`src/hw/rtl/bfba_pkg.sv`:
```
package bfba_pkg;

  // field widths
  localparam int unsigned OP_W   = 1;
  localparam int unsigned REQ_W  = 19;
  localparam int unsigned OFF_W  = 18;
  localparam int unsigned GB_W   = 19;
  localparam int unsigned ST_W   = 2;
  localparam int unsigned BC_W   = 11;

  localparam logic [BC_W-1:0] BC_RESET = 11'd1024;

  localparam logic [OP_W-1:0] OP_ALLOC   = 1'b0;
  localparam logic [OP_W-1:0] OP_RELEASE = 1'b1;

  localparam logic [ST_W-1:0] ST_OK      = 2'd0;
  localparam logic [ST_W-1:0] ST_NO_FIT  = 2'd1;
  localparam logic [ST_W-1:0] ST_BAD_REQ = 2'd2;
  localparam logic [ST_W-1:0] ST_BAD_REL = 2'd3;

  // map read address select
  localparam logic [1:0] RD_IDX  = 2'd0;
  localparam logic [1:0] RD_B    = 2'd1;
  localparam logic [1:0] RD_BM1  = 2'd2;
  localparam logic [1:0] RD_BASE = 2'd3;

  typedef struct packed {
    logic            clr_start;
    logic            clr_step;
    logic            take;
    logic            div_step;
    logic            srch_start;
    logic            srch_eval;
    logic            alloc_setup;
    logic            split_setup;
    logic            mark_step;
    logic            cap_b;
    logic            cap_base;
    logic            add_base;
    logic            rel_setup;
    logic            rel_merge;
    logic            set_status;
    logic [ST_W-1:0] status_val;
    logic            load_out;
    logic [1:0]      rd_sel;
  } cmd_t;

  typedef struct packed {
    logic clr_last;
    logic div_last;
    logic is_release;
    logic bad_req;
    logic bad_off;
    logic idx_ge_n;
    logic found;
    logic mark_done;
    logic split_need;
    logic bad_rel;
    logic prev_free;
    logic out_free;
  } sts_t;

endpackage

```
`src/hw/rtl/bfba_ctrl.sv`:
```
module bfba_ctrl (
  input  logic            clk_i,
  input  logic            rst_ni,
  input  bfba_pkg::sts_t  sts_i,
  input  logic            cfg_we_i,
  input  logic            in_valid_i,
  output logic            in_stall_o,
  output bfba_pkg::cmd_t  cmd_o
);
  import bfba_pkg::*;

  localparam logic [3:0] S_CLEAR = 4'd0;
  localparam logic [3:0] S_IDLE  = 4'd1;
  localparam logic [3:0] S_DIV   = 4'd2;
  localparam logic [3:0] S_CHECK = 4'd3;
  localparam logic [3:0] S_SRD   = 4'd4;
  localparam logic [3:0] S_SEVAL = 4'd5;
  localparam logic [3:0] S_SDEC  = 4'd6;
  localparam logic [3:0] S_AMARK = 4'd7;
  localparam logic [3:0] S_FMARK = 4'd8;
  localparam logic [3:0] S_RRD   = 4'd9;
  localparam logic [3:0] S_RRDM1 = 4'd10;
  localparam logic [3:0] S_REVAL = 4'd11;
  localparam logic [3:0] S_RADD  = 4'd12;
  localparam logic [3:0] S_DONE  = 4'd13;

  logic [3:0] state_q, state_d;

  assign in_stall_o = (state_q != S_IDLE);

  always_comb begin
    state_d = state_q;
    cmd_o   = '0;
    cmd_o.rd_sel = RD_IDX;
    unique case (state_q)
      S_CLEAR: begin
        cmd_o.clr_step = 1'b1;
        if (sts_i.clr_last) state_d = S_IDLE;
      end
      S_IDLE: begin
        if (in_valid_i) begin
          cmd_o.take = 1'b1;
          state_d    = S_DIV;
        end
      end
      S_DIV: begin
        cmd_o.div_step = 1'b1;
        if (sts_i.div_last) state_d = S_CHECK;
      end
      S_CHECK: begin
        if (sts_i.is_release) begin
          if (sts_i.bad_off) begin
            cmd_o.set_status = 1'b1;
            cmd_o.status_val = ST_BAD_REL;
            state_d          = S_DONE;
          end else begin
            state_d = S_RRD;
          end
        end else if (sts_i.bad_req) begin
          cmd_o.set_status = 1'b1;
          cmd_o.status_val = ST_BAD_REQ;
          state_d          = S_DONE;
        end else begin
          cmd_o.srch_start = 1'b1;
          state_d          = S_SRD;
        end
      end
      S_SRD: begin
        if (sts_i.idx_ge_n) state_d = S_SDEC;
        else state_d = S_SEVAL;
      end
      S_SEVAL: begin
        cmd_o.srch_eval = 1'b1;
        state_d         = S_SRD;
      end
      S_SDEC: begin
        cmd_o.set_status = 1'b1;
        if (sts_i.found) begin
          cmd_o.alloc_setup = 1'b1;
          cmd_o.status_val  = ST_OK;
          state_d           = S_AMARK;
        end else begin
          cmd_o.status_val = ST_NO_FIT;
          state_d          = S_DONE;
        end
      end
      S_AMARK: begin
        if (!sts_i.mark_done) begin
          cmd_o.mark_step = 1'b1;
        end else if (sts_i.split_need) begin
          cmd_o.split_setup = 1'b1;
          state_d           = S_FMARK;
        end else begin
          state_d = S_DONE;
        end
      end
      S_FMARK: begin
        if (!sts_i.mark_done) cmd_o.mark_step = 1'b1;
        else state_d = S_DONE;
      end
      S_RRD: begin
        cmd_o.rd_sel = RD_B;
        state_d      = S_RRDM1;
      end
      S_RRDM1: begin
        cmd_o.rd_sel = RD_BM1;
        cmd_o.cap_b  = 1'b1;
        state_d      = S_REVAL;
      end
      S_REVAL: begin
        cmd_o.set_status = 1'b1;
        if (sts_i.bad_rel) begin
          cmd_o.status_val = ST_BAD_REL;
          state_d          = S_DONE;
        end else if (sts_i.prev_free) begin
          cmd_o.status_val = ST_OK;
          cmd_o.cap_base   = 1'b1;
          cmd_o.rd_sel     = RD_BASE;
          state_d          = S_RADD;
        end else begin
          cmd_o.status_val = ST_OK;
          cmd_o.rel_setup  = 1'b1;
          state_d          = S_FMARK;
        end
      end
      S_RADD: begin
        cmd_o.add_base  = 1'b1;
        cmd_o.rel_setup = 1'b1;
        cmd_o.rel_merge = 1'b1;
        state_d         = S_FMARK;
      end
      S_DONE: begin
        if (sts_i.out_free) begin
          cmd_o.load_out = 1'b1;
          state_d        = S_IDLE;
        end
      end
      default: state_d = S_CLEAR;
    endcase
    // a register write rebuilds the map from scratch
    if (cfg_we_i) begin
      cmd_o           = '0;
      cmd_o.clr_start = 1'b1;
      state_d         = S_CLEAR;
    end
  end

  always_ff @(posedge clk_i or negedge rst_ni) begin
    if (!rst_ni) begin
      state_q <= S_CLEAR;
    end else begin
      state_q <= state_d;
    end
  end

endmodule

```
`config.mk`:
```
export PLATFORM = sky130hd
export DESIGN_NAME = bfba_ctrl
export DESIGN_NICKNAME = d
export VERILOG_FILES = /design/src/hw/rtl/bfba_pkg.sv /design/src/hw/rtl/bfba_ctrl.sv
export SDC_FILE = /design/constraint.sdc
export NUM_CORES = 1
export LEC_CHECK = 0
export BUFFER_PORTS_ARGS = -buffer_cell sky130_fd_sc_hd__buf_4
export CAP_MARGIN = 10
export CORE_AREA = 2 2 48 50
export CTS_CLUSTER_DIAMETER = 80
export DETAILED_ROUTE_END_ITERATION = 10
export DIE_AREA = 0 0 50 52
export HOLD_SLACK_MARGIN = 0.06
export MAX_ROUTING_LAYER = met4
export PLACE_DENSITY_LB_ADDON = 0.1
export SLEW_MARGIN = 30
export SYNTH_ARGS = -nofsm -noshare
export SYNTH_HDL_FRONTEND = slang
export SYNTH_SLANG_ARGS = --single-unit
```
`constraint.sdc`:
```
create_clock -name clk_i -period 2.1 [get_ports clk_i]
set_clock_uncertainty 0.1 [all_clocks]
set_input_delay 0.21 -clock clk_i [delete_from_list [all_inputs] [get_ports clk_i]]
set_output_delay 0.21 -clock clk_i [all_outputs]
set_load 0.05 [all_outputs]
```
==> results of run 1 <==
## synthesized netlist by cell type, types with 4 or more instances
cell type / n / area (um2)
nand2_1: 10 / 37.5
nor2_1: 18 / 67.6
buf_2: 5 / 25.0
dfrtp_1: 4 / 100
a31oi_1: 4 / 25.0
nor4_1: 4 / 25.0
nand3_1: 6 / 30.0
nand2b_1: 4 / 25.0
o21ai_0: 5 / 25.0
nor3_1: 4 / 20.0
buf_4: 5 / 37.5
## worst max-delay path: stages, from the launching register on
cell     delay, ps
dfrtp_2        480
or3_1          480
nor4_1         170
or2_2          140
buf_4          180
## final timing paths
check | start | endpoint | slack [ps] | depth (start not counted)
max reg2reg | state_q[1] | state_q[2] | 280 | 5
max | state_q[2] | cmd_o[7] | 110 | 4
min | rst_ni | state_q[2] | 210 | 2
min in group clk_i | sts_i[0] | state_q[3] | 230 | 4
min reg2reg | state_q[2] | state_q[2] | 610 | 1
max in group asynchronous | rst_ni | state_q[0] | 1580 | 2
## layout by cell type, fill, tap and decap left out, types with 3 or more instances in the layout
cell type,instances
buf_4,43
nor2_1,18
nand2_1,10
nand3_1,6
o21ai_0,5
nand2b_1,4
a31oi_1,4
inv_1,3
or2_2,3
nor2b_1,3
a21oi_1,3
clkbuf_4,3
## layout make-up
class	count	area share, %
clock buffers	3	1.95
inverters	4	1.30
multi-input cells	96	55.1
flip-flops and latches	4	8.87
well taps	28	3.03
repair buffers	45	29.8
## routing by layer
metal  vias to the layer above  GRT usage (%)  wire length [um]
met2                        46           32.9              1140
met3                         0           2.87               184
met4                         0           2.78                 0
met1                       459           28.8              1130
met5                         -              -                 0
li1                        497              -                 -
## kinds of logic after synthesis
| group | Yosys count |
|---|---|
| flip-flops | 4 |
| buffers and inverters | 17 |
| AO/OA/AOI/OAI | 29 |
| AND/OR/NAND/NOR | 64 |
| multiplexers | 2 |
| XOR/XNOR | 1 |
## metrics by stage
stage	power, uW	cells	utilization, %
finish	1110	180	54.9
global route	1210	180	54.9
CTS	1110	180	54.6
detailed placement	1010	176	53.1
global placement	1010	176	53.1
floorplan	810	117	-
## power groups by stage
stage               clock network (uW)  logic (uW)  registers [uW]
finish                            93.9         847             170
global route                       107         930             175
CTS                                101         848             165
detailed placement                   0         844             166
global placement                     0         844             164
floorplan                            0         683             127
## what timing repair did
item,in CTS,in global routing
resized for setup,0,3
hold buffers,1,0
endpoints found under the setup margin,0,6
hold endpoints to repair,4,0
==> impl_metrics.csv, run 1 <==
group,metric,value,unit
grt,grt_max_degree,17,
finish,insertedDiodeCount,0,
yosys,synth_area,786,um2
die,rows,17,
finish,n_fill_cell,213,
critical_path,crit_fanout,14,
timing,setup_violations,0,
critical_path,crit_type,"flip-flop to output port",
clocking,cts.sinks,4,
route,drc,0,
finish,design_area,1160,um2
timing,fmax,0.502,GHz
grt,antenna_found_initial,0,
timing,tightestPinTransition,312,ps
timing,post-route-period-util,94.9,%
yosys,synth_seq_cells,4,
yosys,yosysUniqueCellTypes,46,
yosys,synth_area_per_cell,6.72,um2
route,post_drt_wl_per_cell,13.6,um
route,dr.pass1.iters,4,
critical_path,required,1790,ps
finish,register_area,103,um2
pwr,p_sw_share,56.1,%
route,detail-route-antenna-nets,0,
critical_path,cp-start-kind,"flip-flop",
pwr,combPwrFrac,76.2,%
yosys,synth_edf_count,0,
placed_design,finalWeightedCongestion,0.928,
finish,reg_top3,"state_q (4)",
pwr,p_clk_share,8.4,%
yosys,synth_top_family_by_area,"simple AND/OR/NAND/NOR gates",
clocking,cts-root-buf,"clkbuf_4",
die,die_h,52,um
clocking,cts_buffers,3,
status,status,"completed",
die,dieWidth,50,um
finish,fin_nets,170,
run,max_cap_viol_count,0,
yosys,syn_nets,133,
critical_path,crit_arrival,1680,ps
grt,grt_pass1_vias,860,
pwr,cell_internal_pwr,487,uW
yosys,synthAdderAreaFrac,0,%
die,core-area,2110,um2
pwr,max-vdd-ir-drop,0.629,mV
yosys,postSynthCellCount,117,
clocking,cts_tree,"done",
placed_design,place.port_buffers,36,
timing,whs,208,ps
yosys,synth_simple_gate_area_share,43.5,%
critical_path,endpoint_kind,"output port",
clocking,post_cts_buffers,0,
clocking,path_clk_slew,40,ps
timing,fin_crit,1990,ps
timing,hold_viol,0,
pwr,pwr-share-seq,15.3,%
timing,setup_slack,108,ps
pwr,p_leak,0.000499,uW
die,start_util,37.3,%
grt,grtUsageTotal,20.8,%
die,dieArea,2600,um2
grt,grt_pass1_wl,4.11,mm
yosys,ys_seq_area_share,12.7,%
clocking,clock_path_buffers,2,
die,io_pins,37,
finish,multi_input_comb_area,637,um2
yosys,synthArstFlopShare,100,%
placed_design,place_area,1120,um2
hold_path,min_path_type,"input pin to async pin",
clocking,clk-insertion-delay-late,230,ps
yosys,synth_compound_area_share,26.3,%
yosys,yosys.area_share.xor_xnor,1.11,%
finish,drive_above_1_share,43.4,%
yosys,synth_mux_area_share,3.18,%
finish,layout-area-overhead-vs-synth,47.1,%
finish,largest_reg_flops,4,
timing,maxSlewHeadroom,79.1,%
clocking,h-tree-depth,1,
yosys,synth-main-ff-cell,"dfrtp_1",
timing,drv_slew,0,
yosys,yosys_warnings,0,
grt,grt_remaining_overflow,0,
route,drt_iter0_markers,42,
pwr,p_per_area,961,nW/um2
route,vias_per_cell,5.57,
finish,regMostFlops,"state_q",
route,num_vias,1002,
route,wirelength,2.46,mm
pwr,power_switching,624,uW
timing,fin_setup_tns,0,ps
placed_design,place_ws,271,ps
placed_design,dpl.hpwl,1.93,mm
Power figures use the tool's default switching activity.
==> inputs of run 2 (changes only) <==
==> constraint.sdc (replaced) <==
create_clock -name clk_i -period 2.47 [get_ports clk_i]
set_clock_uncertainty 0.1 [all_clocks]
set_input_delay 0.247 -clock clk_i [delete_from_list [all_inputs] [get_ports clk_i]]
set_output_delay 0.247 -clock clk_i [all_outputs]
set_load 0.05 [all_outputs]
==> impl_metrics.csv, run 2 (synthesized netlist as in run 1, its figures left out) <==
group,metric,value,unit
critical_path,crit_fanout,29,
route,num_vias,992,
critical_path,cp-start-kind,"flip-flop",
die,start_util,37.3,%
timing,fmax,0.429,GHz
route,wirelength,2.34,mm
placed_design,finalWeightedCongestion,0.892,
finish,multi_input_comb_area,601,um2
finish,fin_nets,166,
finish,reg_top3,"state_q (4)",
die,io_pins,37,
timing,maxSlewHeadroom,47.7,%
clocking,h-tree-depth,1,
placed_design,dpl.hpwl,1.71,mm
finish,insertedDiodeCount,0,
critical_path,crit_arrival,1980,ps
grt,grt_max_degree,30,
timing,rsz0062_at_grt,"false",
pwr,p_per_area,813,nW/um2
grt,grt_pass1_wl,3.85,mm
die,dieArea,2600,um2
clocking,cts_tree,"done",
die,die_h,52,um
grt,grtUsageTotal,19.0,%
clocking,post_cts_buffers,0,
grt,grt_pass1_vias,827,
route,drt_iter0_markers,44,
die,core-area,2110,um2
finish,n_fill_cell,210,
die,dieWidth,50,um
timing,setup_violations,0,
clocking,cts_buffers,3,
finish,drive_above_1_share,37.2,%
clocking,path_clk_slew,40,ps
grt,antenna_found_initial,0,
route,vias_per_cell,5.64,
critical_path,crit_type,"flip-flop to output port",
finish,register_area,100,um2
timing,fin_setup_tns,0,ps
route,dr.pass1.iters,4,
critical_path,r2r_start,"state_q[2]",
critical_path,required,2120,ps
critical_path,cp-startpoint,"state_q[2]",
pwr,p_leak,0.000478,uW
route,detail-route-antenna-nets,0,
critical_path,critPathMaxStageDelay,660,ps
timing,drv_slew,0,
pwr,max-vdd-ir-drop,0.574,mV
clocking,cts-root-buf,"clkbuf_4",
timing,tightestPinTransition,784,ps
placed_design,place_area,1050,um2
finish,largest_reg_flops,4,
timing,setup_slack,139,ps
critical_path,cpMaxStageDelayCell,"dfrtp_1",
finish,final_util,51.5,%
hold_path,min_path_type,"input pin to async pin",
critical_path,crit_family,"simple AND/OR/NAND/NOR gates",
finish,design_area,1080,um2
route,post_drt_wl_per_cell,13.3,um
die,rows,17,
finish,layout_common_cells,"40 x buf_4, 18 x nor2_1, 10 x nand2_1, 6 x nand3_1, 5 x o21ai_0",
clocking,clk-insertion-delay-late,240,ps
clocking,ctsResizeCount,0,
placed_design,place.port_buffers,36,
finish,final_common_cell,"buf_4",
clocking,cts_hold_buffers,1,
timing,fin_crit,2330,ps
clocking,clock_path_buffers,2,
status,status,"completed",
timing,whs,246,ps
clocking,cts.sinks,4,
placed_design,place_ws,403,ps
timing,hold_viol,0,
finish,regMostFlops,"state_q",
finish,layout-area-overhead-vs-synth,37.9,%
route,drc,0,
critical_path,cp_num_buf_inv,1,
grt,grt_remaining_overflow,0,
timing,post-route-period-util,94.4,%
critical_path,endpoint_kind,"output port",
critical_path,crit_chain,"or3_1 > nor4_1 > or2_2 > buf_4",
run,max_cap_viol_count,0,
[run 2: cell count changes in the layout (fill, tap and decap cells not counted), sizes merged]
| cell | before | now |
|---|---|---|
| buf | 44 | 40 |
[run 2: final timing paths]
check	to	slack [ps]	cells past startpoint
max reg2reg	state_q[2]	430	4
min	state_q[0]	250	2
min reg2reg	state_q[3]	680	2
max in group asynchronous	state_q[3]	1920	2
max	cmd_o[7]	140	4
min in group clk_i	state_q[3]	310	4
[run 2: cell type report]
cell class / count / area share (%)
Multi-Input combinational cell: 96 / 55.4
Timing Repair Buffer: 41 / 28.6
Sequential cell: 4 / 9.24
Tap cell: 28 / 3.23
Clock buffer: 3 / 2.08
Inverter: 4 / 1.39
[run 2: layer usage]
metal / vias up / GRT usage [%] / part of all wire [%]
met3: 0 / 3.16 / 7.7
met5: - / - / 0
met2: 51 / 27.9 / 45
met4: 0 / 2.78 / 0
met1: 449 / 27.7 / 47
li1: 492 / - / -
[run 2: per-stage QoR]
stage / instances / total power [uW]
CTS: 176 / 881
finish: 176 / 881
floorplan: 117 / 663
global placement: 172 / 792
detailed placement: 172 / 792
global route: 176 / 955
[run 2: power breakdown]
part	internal (uW)	switching (uW)	leakage (uW)
sequential	87.5	92.4	0.0000532
combinational	242	377	0.000411
clock	54.4	27.6	0.0000138
total	384	497	0.000478
==> inputs of run 3 (changes only) <==
--- a/config.mk
+++ b/config.mk
@@ -8,6 +8,7 @@
 export BUFFER_PORTS_ARGS = -buffer_cell sky130_fd_sc_hd__buf_4
 export CAP_MARGIN = 10
 export CORE_AREA = 2 2 48 50
+export CTS_BUF_LIST = sky130_fd_sc_hd__clkbuf_8
 export CTS_CLUSTER_DIAMETER = 80
 export DETAILED_ROUTE_END_ITERATION = 10
 export DIE_AREA = 0 0 50 52
==> constraint.sdc (replaced) <==
create_clock -name clk_i -period 2.1 [get_ports clk_i]
set_clock_uncertainty 0.1 [all_clocks]
set_input_delay 0.21 -clock clk_i [delete_from_list [all_inputs] [get_ports clk_i]]
set_output_delay 0.21 -clock clk_i [all_outputs]
set_load 0.05 [all_outputs]
==> impl_metrics.csv, run 3 (synthesized netlist as in run 1, its figures left out) <==
group,metric,value,unit
status,status,"completed",
die,dieArea,2600,um2
clocking,post_cts_buffers,0,
route,drt_iter0_markers,41,
finish,regMostFlops,"state_q",
die,io_pins,37,
critical_path,crit_fanout,14,
placed_design,finalWeightedCongestion,0.928,
pwr,max-vdd-ir-drop,0.617,mV
pwr,p_leak,0.000506,uW
timing,rsz0062_at_grt,"false",
timing,setup_violations,0,
route,vias_per_cell,5.66,
clocking,cts_tree,"done",
clocking,h-tree-depth,1,
grt,grtUsageTotal,22.3,%
die,rows,17,
critical_path,crit_type,"flip-flop to output port",
critical_path,crit_arrival,1670,ps
placed_design,place_ws,271,ps
finish,final_common_cell,"buf_4",
finish,final_cells,180,
finish,layout_common_cells,"44 x buf_4, 18 x nor2_1, 10 x nand2_1, 6 x nand3_1, 5 x o21ai_0",
timing,fin_crit,1980,ps
critical_path,required,1790,ps
grt,grt_max_degree,17,
clocking,clock_path_buffers,2,
grt,antenna_found_initial,0,
clocking,cts_buffers,3,
die,die_h,52,um
pwr,p_per_area,1010,nW/um2
critical_path,r2r_cells,5,
placed_design,dp_cells,176,
finish,insertedDiodeCount,0,
timing,setup_slack,120,ps
critical_path,endpoint_kind,"output port",
route,wirelength,2.52,mm
finish,layout-area-overhead-vs-synth,49.0,%
finish,fin_nets,170,
timing,fin_setup_tns,0,ps
grt,grt_pass1_vias,861,
grt,grt_pass1_wl,4.20,mm
route,detail-route-antenna-nets,0,
route,num_vias,1019,
run,max_cap_viol_count,0,
timing,drv_slew,0,
finish,reg_top3,"state_q (4)",
timing,hold_viol,0,
route,dr.pass1.iters,4,
finish,largest_reg_flops,4,
timing,post-route-period-util,94.3,%
timing,tightestPinTransition,310,ps
clocking,cts.sinks,4,
placed_design,dpl.hpwl,1.93,mm
finish,n_fill_cell,213,
route,drc,0,
timing,fmax,0.505,GHz
grt,grt_remaining_overflow,0,
timing,maxSlewHeadroom,79.2,%
clocking,clk-insertion-delay-late,220,ps
critical_path,cp-start-kind,"flip-flop",
die,start_util,37.3,%
hold_path,min_path_type,"input pin to async pin",
die,core-area,2110,um2
finish,drive_above_1_share,43.4,%
die,dieWidth,50,um
clocking,path_clk_slew,30,ps
placed_design,place.port_buffers,36,
route,post_drt_wl_per_cell,14.0,um
clocking,cts-root-buf,"clkbuf_8",
run 3: path summary, 6_finish.rpt:
kind	from	endpoint	slack, ps
setup reg to reg	state_q[1]	state_q[2]	280
setup / recovery	state_q[2]	cmd_o[7]	120
max in group asynchronous	rst_ni	state_q[0]	1570
hold reg to reg	state_q[2]	state_q[2]	610
hold / removal	rst_ni	state_q[2]	220
min in group clk_i	sts_i[0]	state_q[3]	250
run 3: what timing repair did:
item,CTS,global route
setup endpoints to repair,0,6
gates resized for setup,0,2
hold endpoints to repair,4,0
hold buffers,1,0
run 3: metal layers:
metal	GRT usage (%)	part of all wire, %
met3	4.60	6.4
met4	11.1	1.8
met5	-	0
met2	32.9	45
met1	29.0	46
run 3: area by class of cell:
class | count | area (um2) | share of cell area, %
Timing Repair Buffer | 45 | 340 | 29.1
Inverter | 4 | 15.0 | 1.28
Clock buffer | 3 | 41.3 | 3.53
Tap cell | 28 | 35.0 | 2.99
Multi-Input combinational cell | 96 | 637 | 54.4
Sequential cell | 4 | 103 | 8.76
run 3: through the flow:
| step | utilization [%] | area, um2 | hold slack [ps] | total power, uW |
|---|---|---|---|---|
| CTS | 55.5 | 1170 | 214 | 1180 |
| finish | 55.6 | 1170 | 221 | 1180 |
| floorplan | - | 841 | -186 | 810 |
| global placement | 53.1 | 1120 | -94.0 | 1010 |
| detailed placement | 53.1 | 1120 | -93.1 | 1010 |
| global route | 55.6 | 1170 | 221 | 1280 |
run 3: worst max-delay path, stage by stage (launching register included):
cell,delay (ps)
dfrtp_2,480
or3_1,480
nor4_1,170
or2_2,140
buf_4,180
run 3: report_power, final:
group / internal (uW) / switching, uW
Sequential: 108 / 62.7
Combinational: 315 / 535
Clock: 122 / 41.2
